<file path="config.mk">
export PLATFORM = sky130hd
export DESIGN_NAME = npss_ctrl
export DESIGN_NICKNAME = d
export VERILOG_FILES = /design/src/rtl/core/npss_pkg.sv /design/src/rtl/core/npss_ctrl.sv
export SDC_FILE = /design/constraint.sdc
export NUM_CORES = 1
export LEC_CHECK = 0
export ABC_AREA = 0
export BUFFER_PORTS_ARGS = -buffer_cell sky130_fd_sc_hd__buf_2
export CAP_MARGIN = 10
export CORE_ASPECT_RATIO = 1.1
export CORE_MARGIN = 2
export CORE_UTILIZATION = 30
export CTS_CLUSTER_DIAMETER = 40
export DETAILED_ROUTE_END_ITERATION = 16
export PLACE_DENSITY = 0.63
export SLEW_MARGIN = 30
export SYNTH_ARGS = -nofsm -noshare
export SYNTH_HDL_FRONTEND = slang
export SYNTH_SLANG_ARGS = --single-unit
</file>
<file path="constraint.sdc">
create_clock -name clk -period 1.5 [get_ports clk]
set_input_delay 0.15 -clock clk [delete_from_list [all_inputs] [get_ports clk]]
set_output_delay 0.15 -clock clk [all_outputs]
set_load 0.02 [all_outputs]
</file>
<file path="src/rtl/core/npss_pkg.sv">
// ----------------------------------------------------------------------------
// npss_pkg
// Shared widths, types and command codes for the nearest point on segment
// set core.
// ----------------------------------------------------------------------------
package npss_pkg;

  localparam int CW     = 32;            // coordinate width
  localparam int TFB    = 16;            // fraction bits of t
  localparam int MW     = CW + 1;        // coordinate difference width
  localparam int PW     = 2 * MW;        // product width
  localparam int DW     = PW + 2;        // accumulator width
  localparam int TW     = TFB + 1;       // clamped t width
  localparam int DSW    = 64;            // distance output width
  localparam int CNT_W  = $clog2(TFB);

  typedef enum logic [3:0] {
    ST_IDLE, ST_LEN0, ST_LEN1, ST_DOT0, ST_DOT1, ST_DOT2, ST_TSEL, ST_DIV,
    ST_PL0, ST_PL1, ST_PL2, ST_DS0, ST_DS1, ST_DS2, ST_UPD, ST_EMIT
  } state_t;

  typedef enum logic [2:0] {
    MS_DXDX, MS_DYDY, MS_UXDX, MS_UYDY, MS_DXT, MS_DYT, MS_EX, MS_EY
  } mul_sel_t;

  typedef enum logic [3:0] {
    AC_NONE, AC_LEN_LD, AC_LEN_ADD, AC_DOT_LD, AC_DOT_ADD,
    AC_CX, AC_CY, AC_DIST_LD, AC_DIST_ADD
  } acc_op_t;

  typedef struct packed {
    logic signed [CW-1:0] point_x;
    logic signed [CW-1:0] point_y;
    logic signed [CW-1:0] start_x;
    logic signed [CW-1:0] start_y;
    logic signed [CW-1:0] end_x;
    logic signed [CW-1:0] end_y;
    logic                 segment_present;
    logic                 first_segment;
    logic                 last_segment;
  } seg_t;

  typedef struct packed {
    logic     load;
    mul_sel_t mul_sel;
    acc_op_t  acc_op;
    logic     tsel;
    logic     div_step;
    logic     update;
    logic     emit;
  } cmd_t;

  typedef struct packed {
    logic need_div;
    logic out_free;
  } sts_t;

endpackage

</file>
<file path="src/rtl/core/npss_ctrl.sv">
// ----------------------------------------------------------------------------
// npss_ctrl
// Sequencer: steps the shared multiplier, the t divider and the best update.
// ----------------------------------------------------------------------------
module npss_ctrl (
  input  logic           clk,
  input  logic           rst_n,
  input  logic           in_valid,
  input  logic           in_present,
  input  logic           in_last,
  output logic           in_ready,
  input  npss_pkg::sts_t sts,
  output npss_pkg::cmd_t cmd
);
  import npss_pkg::*;

  state_t           state_r, state_nxt;
  logic             last_r, last_nxt;
  logic [CNT_W-1:0] cnt_r, cnt_nxt;

  always_ff @(posedge clk) begin
    if (!rst_n) begin
      state_r <= ST_IDLE;
      last_r  <= 1'b0;
      cnt_r   <= '0;
    end else begin
      state_r <= state_nxt;
      last_r  <= last_nxt;
      cnt_r   <= cnt_nxt;
    end
  end

  always_comb begin
    state_nxt    = state_r;
    last_nxt     = last_r;
    cnt_nxt      = cnt_r;
    in_ready     = 1'b0;
    cmd          = '0;
    cmd.mul_sel  = MS_DXDX;
    cmd.acc_op   = AC_NONE;
    unique case (state_r)
      ST_IDLE: begin
        in_ready = 1'b1;
        if (in_valid) begin
          cmd.load = 1'b1;
          last_nxt = in_last;
          if (in_present) state_nxt = ST_LEN0;
          else if (in_last) state_nxt = ST_EMIT;
        end
      end
      ST_LEN0: begin
        cmd.mul_sel = MS_DXDX;
        state_nxt   = ST_LEN1;
      end
      ST_LEN1: begin
        cmd.mul_sel = MS_DYDY;
        cmd.acc_op  = AC_LEN_LD;
        state_nxt   = ST_DOT0;
      end
      ST_DOT0: begin
        cmd.mul_sel = MS_UXDX;
        cmd.acc_op  = AC_LEN_ADD;
        state_nxt   = ST_DOT1;
      end
      ST_DOT1: begin
        cmd.mul_sel = MS_UYDY;
        cmd.acc_op  = AC_DOT_LD;
        state_nxt   = ST_DOT2;
      end
      ST_DOT2: begin
        cmd.acc_op = AC_DOT_ADD;
        state_nxt  = ST_TSEL;
      end
      ST_TSEL: begin
        cmd.tsel  = 1'b1;
        cnt_nxt   = '0;
        state_nxt = sts.need_div ? ST_DIV : ST_PL0;
      end
      ST_DIV: begin
        cmd.div_step = 1'b1;
        cnt_nxt      = cnt_r + 1'b1;
        if (cnt_r == CNT_W'(TFB - 1)) state_nxt = ST_PL0;
      end
      ST_PL0: begin
        cmd.mul_sel = MS_DXT;
        state_nxt   = ST_PL1;
      end
      ST_PL1: begin
        cmd.mul_sel = MS_DYT;
        cmd.acc_op  = AC_CX;
        state_nxt   = ST_PL2;
      end
      ST_PL2: begin
        cmd.acc_op = AC_CY;
        state_nxt  = ST_DS0;
      end
      ST_DS0: begin
        cmd.mul_sel = MS_EX;
        state_nxt   = ST_DS1;
      end
      ST_DS1: begin
        cmd.mul_sel = MS_EY;
        cmd.acc_op  = AC_DIST_LD;
        state_nxt   = ST_DS2;
      end
      ST_DS2: begin
        cmd.acc_op = AC_DIST_ADD;
        state_nxt  = ST_UPD;
      end
      ST_UPD: begin
        cmd.update = 1'b1;
        state_nxt  = last_r ? ST_EMIT : ST_IDLE;
      end
      ST_EMIT: begin
        if (sts.out_free) begin
          cmd.emit  = 1'b1;
          state_nxt = ST_IDLE;
        end
      end
      default: state_nxt = ST_IDLE;
    endcase
  end

endmodule

</file>
==> metrics.yaml, run 1 <==
fin_cells: 167
synth.distinct_cells: 32
slowest_stage: "dfxtp_4"
dp_hpwl_um: 1500
finalWeightedCongestion: 0.837
diodes: 0
skew_ns: 0.000961
path_buf_inv: 2
io_buffers: 19
start_util_pct: 32.2
tightest_slew_ns: 0.303
ir_drop_uv: 851
cp_slowest_stage_delay_ns: 0.36
hold_path_class: "in2reg"
syn2layout_area_growth_pct: 81.0
routed_wl_um: 2420
vias: 904
end_kind: "output port"
yosys_warnings: 0
crit_chain: "buf_12, nor4_4, and2_4, buf_6"
synth_cells: 96
numClockSinks: 9
setup_tns_ns: -0.132
power_leakage_nw: 0.506
post-route-period-util_pct: 103
critPathKind: "reg2out"
chipHeight_um: 53.1
rsz0062_at_grt: "true"
drive_gt1_share_pct: 51.8
drt-pass1-iter-count: 4
drv_cap: 0
fp-row-count: 17
layout_min_cycle_time_ns: 1.54
route.met2.wl_um: 1330
post_drt_wl_per_cell_um: 14.5
cts_buffers: 3
grt_overflow: 0
core_mm2: 0.00204
yosys.area.top_type: "dfxtp_1"
h-tree-depth: 1
cts-hold-fix-buffers: 0
netlist.area_leader.share_pct: 27.4
drv_slew: 0
drt_iter0_drc: 29
total_power_mw: 2.31
m1WireLength_um: 926
nets: 148
grt_pass1_vias: 830
ys_seq_elements: 9
grt_pass1_wl_um: 3600
violations: "negative setup slack"
holdWs_ns: 0.152
ios: 20
die_area_mm2: 0.00258
cts_tree: "done"
placed_cells: 145
powerDensity_mw_per_mm2: 1940
pre_cts_ws_ns: 0.0430
clockBufferDepth: 2
grt_max_degree: 15
cp-start-kind: "flip-flop"
hold_viol: 0
route.detailed.drc: 0
syn_nets: 104
ant_nets: 0
clockRootBuffer: "clkbuf_4"
yosysSeqAreaShare_pct: 27.4
grt_usage_pct: 18.1
antenna_found_initial: 0
reg2reg_slack_ns: 0.01
cts.reportedPaths.clkPinSlew_ns: 0.06
fmax_mhz: 648
via_per_inst: 5.41
wl_met3_um: 125
setup_viol: 7
critPathRequiredTime_ns: 1.35
slew-limit-headroom_pct: 79.8
dr.max_layer_used: "met4"
syn_area_um2: 657
syn_avg_cell_area_um2: 6.84
worst_slack_ns: -0.0431
arrival_ns: 1.39
cp_top_family: "simple AND/OR/NAND/NOR gates"
die_w_um: 48.6
critPathMaxFanout: 10
worst_skew_pair.late_latency_ns: 0.26
synth.top_cells.by_area: "dfxtp_1 (27%), a21oi_1 (7.6%), nor2_1 (7.4%)"
status: "complete, but fails checks"
## cells by family after synthesis
logic type	count (synthesis)	share of synthesized area, %
xor gates and xnor gates	1	1.33
adders and majority gates	1	1.90
muxes	2	3.05
buffers and inverters	11	6.86
and+or+nand+nor	43	31.0
AOI/OAI and AO/OA	29	28.4
DFF	9	27.4
## synthesized netlist by cell type, drive strengths merged
cell     n
a22oi    1
clkbuf   3
nand2b   1
inv      4
a21oi   10
a221oi   1
o32ai    3
ha       1
and2     2
o31ai    1
nor3     3
a211o    1
nor4     1
nand3    6
o22ai    1
a31oi    1
mux2i    2
o21ai    6
a32oi    1
a21o     2
and4b    1
or3      1
dfxtp    9
nand2   11
and3     1
a2111o   1
nor2    13
nor2b    1
nand3b   2
buf      4
xor2     1
## through the flow
step                instance area, µm²  util (%)
floorplan                          672         -
finish                            1190      58.2
CTS                               1020      49.8
detailed placement                 852      41.7
global placement                   852      41.7
global route                      1190      58.2
## tightest hold or removal path: stages
cell	delay, ns
buf_2	0.09
mux2i_1	0.07
nor2_1	0.08
## what timing repair did
action                                  in CTS  in global routing
pin swaps                                    7                  9
setup buffers                               10                  8
endpoints found under the setup margin       9                 14
gates resized for setup                     21                 27
## layout by cell type (no fill, tap or decap), types with 2 or more instances in the layout
master / instances
buf_4: 21
buf_2: 13
a21oi_1: 10
nand2_1: 10
nor2_1: 9
buf_6: 9
nand3_1: 6
dfxtp_4: 5
o21ai_0: 4
nor2_2: 3
clkbuf_4: 3
dfxtp_1: 3
clkinvlp_4: 2
o21ai_1: 2
nand3b_1: 2
inv_1: 2
o32ai_2: 2
mux2i_1: 2
a21o_1: 2
nor3_2: 2
buf_12: 2
## final cells by class
cell class	instances	area, µm²
Multi-Input combinational cell	76	526
Fill cell	197	853
Clock buffer	4	26.3
Inverter	4	22.5
Sequential cell	9	200
Tap cell	28	35.0
Timing Repair Buffer	46	379
## registers in the layout (all words and copies together) (netlist names)
register,count
state_r,4
last_r,1
cnt_r,4
## path summary, 6_finish.rpt
| check | from | endpoint | cells past startpoint |
|---|---|---|---|
| worst max register to register | cnt_r[0]$_SDFFE_PN0P_ | state_r[3]$_SDFFE_PN0P_ | 5 |
| worst max-delay path | state_r[3]$_SDFFE_PN0P_ | cmd[11] | 4 |
| worst min-delay path | in_last | last_r$_SDFFE_PN0P_ | 3 |
| worst min register to register | cnt_r[0]$_SDFFE_PN0P_ | cnt_r[0]$_SDFFE_PN0P_ | 2 |
## report_power, final
group	internal [mW]	switching [mW]	total, mW
clock network	0.103	0.0901	0.193
registers	0.317	0.101	0.418
logic	0.860	0.834	1.69
## metal layers
layer	track usage [%]	up-vias
met5	0	-
met4	10.0	0
met3	4.24	8
met2	34.5	39
met1	18.6	424
li1	-	433
Note: power is estimated with default switching activity, not from simulation.
==> run 2: changes to the inputs <==
--- a/config.mk
+++ b/config.mk
@@ -10,10 +10,10 @@
 export CAP_MARGIN = 10
 export CORE_ASPECT_RATIO = 1.1
 export CORE_MARGIN = 2
-export CORE_UTILIZATION = 30
+export CORE_UTILIZATION = 32
 export CTS_CLUSTER_DIAMETER = 40
 export DETAILED_ROUTE_END_ITERATION = 16
-export PLACE_DENSITY = 0.63
+export PLACE_DENSITY = 0.66
 export SLEW_MARGIN = 30
 export SYNTH_ARGS = -nofsm -noshare
 export SYNTH_HDL_FRONTEND = slang
==> metrics.yaml, run 2 (synthesis gave the netlist of run 1 again) <==
hold_path_class: "in2reg"  # unchanged
clock_power_share_pct: 8.9  # was 8.4%
die_area_mm2: 0.00243  # was 0.00258 mm²
nFillCells: 202  # was 197
p_switching_mw: 0.981  # was 1.03 mW
hold_viol: 0  # unchanged
clockBufferDepth: 2  # unchanged
ant_nets: 0  # unchanged
power_leakage_nw: 0.463  # was 0.506 nW
cts_tree: "done"  # unchanged
ios: 20  # unchanged
worst_slack_ns: -0.0395  # was -0.0431 ns
slew-limit-headroom_pct: 73.4  # was 79.8%
rsz0062_at_grt: "true"  # unchanged
nets: 141  # was 148
drv_cap: 0  # unchanged
cts.reportedPaths.clkPinSlew_ns: 0.07  # was 0.06 ns
dp_hpwl_um: 1420  # was 1500 µm
clockRootBuffer: "clkbuf_4"  # unchanged
powerDensity_mw_per_mm2: 1970  # was 1940 mW/mm²
drv_slew: 0  # unchanged
syn2layout_area_growth_pct: 65.7  # was 81.0%
end_kind: "output port"  # unchanged
fin_util_pct: 55.0  # was 58.2%
grt_usage_pct: 17.9  # was 18.1%
routed_wl_um: 2150  # was 2420 µm
antenna_found_initial: 0  # unchanged
arrival_ns: 1.39  # about the same
tightest_slew_ns: 0.396  # was 0.303 ns
setup_viol: 2  # was 7
p_sw_share_pct: 45.7  # was 44.5%
h-tree-depth: 1  # unchanged
skew_ns: 0.00505  # was 0.000961 ns
diodes: 0  # unchanged
layout_common_cells: "buf_4 (18), buf_2 (11), a21oi_1 (10), nand2_1 (10), nor2_1 (9)"  # was buf_4 (21), buf_2 (13), a21oi_1 (10), nand2_1 (10)
cp-start-kind: "flip-flop"  # unchanged
internal_power_mw: 1.16  # was 1.28 mW
drt_iter0_drc: 30  # was 29
route.detailed.drc: 0  # unchanged
cts_buffers: 3  # unchanged
violations: "negative setup slack"  # unchanged
critPathKind: "reg2out"  # unchanged
timing.rr.start: "state_r[3]$_SDFFE_PN0P_"  # was cnt_r[0]$_SDFFE_PN0P_
ir_drop_uv: 813  # was 851 µV
vias: 851  # was 904
drive_gt1_share_pct: 46.2  # was 51.8%
reg_top3: "cnt_r x4, state_r x4, last_r x1"  # unchanged
finalWeightedCongestion: 0.781  # was 0.837
drt-pass1-iter-count: 4  # unchanged
io_buffers: 19  # unchanged
fp-row-count: 17  # unchanged
layout_min_cycle_time_ns: 1.54  # about the same
die_w_um: 47.2  # was 48.6 µm
grt_pass1_wl_um: 3080  # was 3600 µm
numClockSinks: 9  # unchanged
final_common_cell: "buf_4"  # unchanged
multi_input_comb_area_um2: 504  # was 526 µm²
worst_skew_pair.late_latency_ns: 0.26  # about the same
status: "complete, but fails checks"  # unchanged
post-route-period-util_pct: 103  # about the same
grt_overflow: 0  # unchanged
via_per_inst: 5.32  # was 5.41
critPathMaxFanout: 8  # was 10
start_util_pct: 33.2  # was 32.2%
fmax_mhz: 650  # was 648 MHz
chipHeight_um: 51.5  # was 53.1 µm
core_mm2: 0.00198  # was 0.00204 mm²
holdWs_ns: 0.144  # was 0.152 ns
seq_area_um2: 194  # was 200 µm²
post_drt_wl_per_cell_um: 13.4  # was 14.5 µm
grt_max_degree: 15  # unchanged
worstSetupStartpoint: "state_r[2]$_SDFFE_PN0P_"  # was state_r[3]$_SDFFE_PN0P_
p_seq_share_pct: 18.3  # was 18.1%
grt_pass1_vias: 709  # was 830
comb_power_share_pct: 72.8  # was 73.5%
critPathRequiredTime_ns: 1.35  # about the same
hold_start: "in_last"  # unchanged
run 2: power groups by stage:
stage,combinational [mW],sequential (mW),clock [mW]
2_1_floorplan,0.777,0.325,0
5_1_grt,1.65,0.401,0.223
6_report,1.56,0.392,0.191
3_3_place_gp,1.08,0.347,0
4_1_cts,1.29,0.374,0.202
3_5_place_dp,1.09,0.352,0
run 2: final cells by class:
class	instances	area share, %
well taps	28	3.22
multi-input cells	76	46.3
clock buffers	4	2.41
flip-flops and latches	9	17.8
inverters	4	1.72
repair buffers	39	28.5
run 2: per-stage QoR:
step	setup WS (ns)	instances	total power [mW]	instance area, µm²	setup TNS [ns]
2_1_floorplan	-0.0764	96	1.10	672	-0.229
3_3_place_gp	0.0714	146	1.42	847	0
3_5_place_dp	0.0475	146	1.44	847	0
4_1_cts	-0.0347	154	1.86	965	-0.0876
5_1_grt	-0.0989	160	2.27	1090	-0.599
6_report	-0.0395	160	2.14	1090	-0.0577
run 2: metal layers:
metal	GRT usage [%]	vias to the layer above	wire length, µm	share of wire [%]
met3	4.17	2	99	4.6
met5	0	-	0	0
met2	30.4	31	1100	51
met4	6.94	0	17	0.79
li1	-	420	-	-
met1	21.1	398	935	43
run 2: critical path, stage by stage (launching register included):
cell and delay, ns:
dfxtp_2 0.34, buf_6 0.14, nor4_4 0.34, and2_4 0.20
buf_6 0.11
run 2: worst paths after layout:
kind,end,slack [ns],depth (start not counted)
setup / recovery,cmd[11],-0.04,4
hold / removal,last_r$_SDFFE_PN0P_,0.14,3
setup reg to reg,state_r[1]$_SDFFE_PN0P_,0.01,5
hold reg to reg,cnt_r[0]$_SDFFE_PN0P_,0.48,2
run 2: what timing repair did:
item	4_1_cts	5_1_grt
setup buffers	4	6
hold buffers	0	0
pin swaps	7	7
endpoints found under the setup margin	7	12
gates resized for setup	21	23
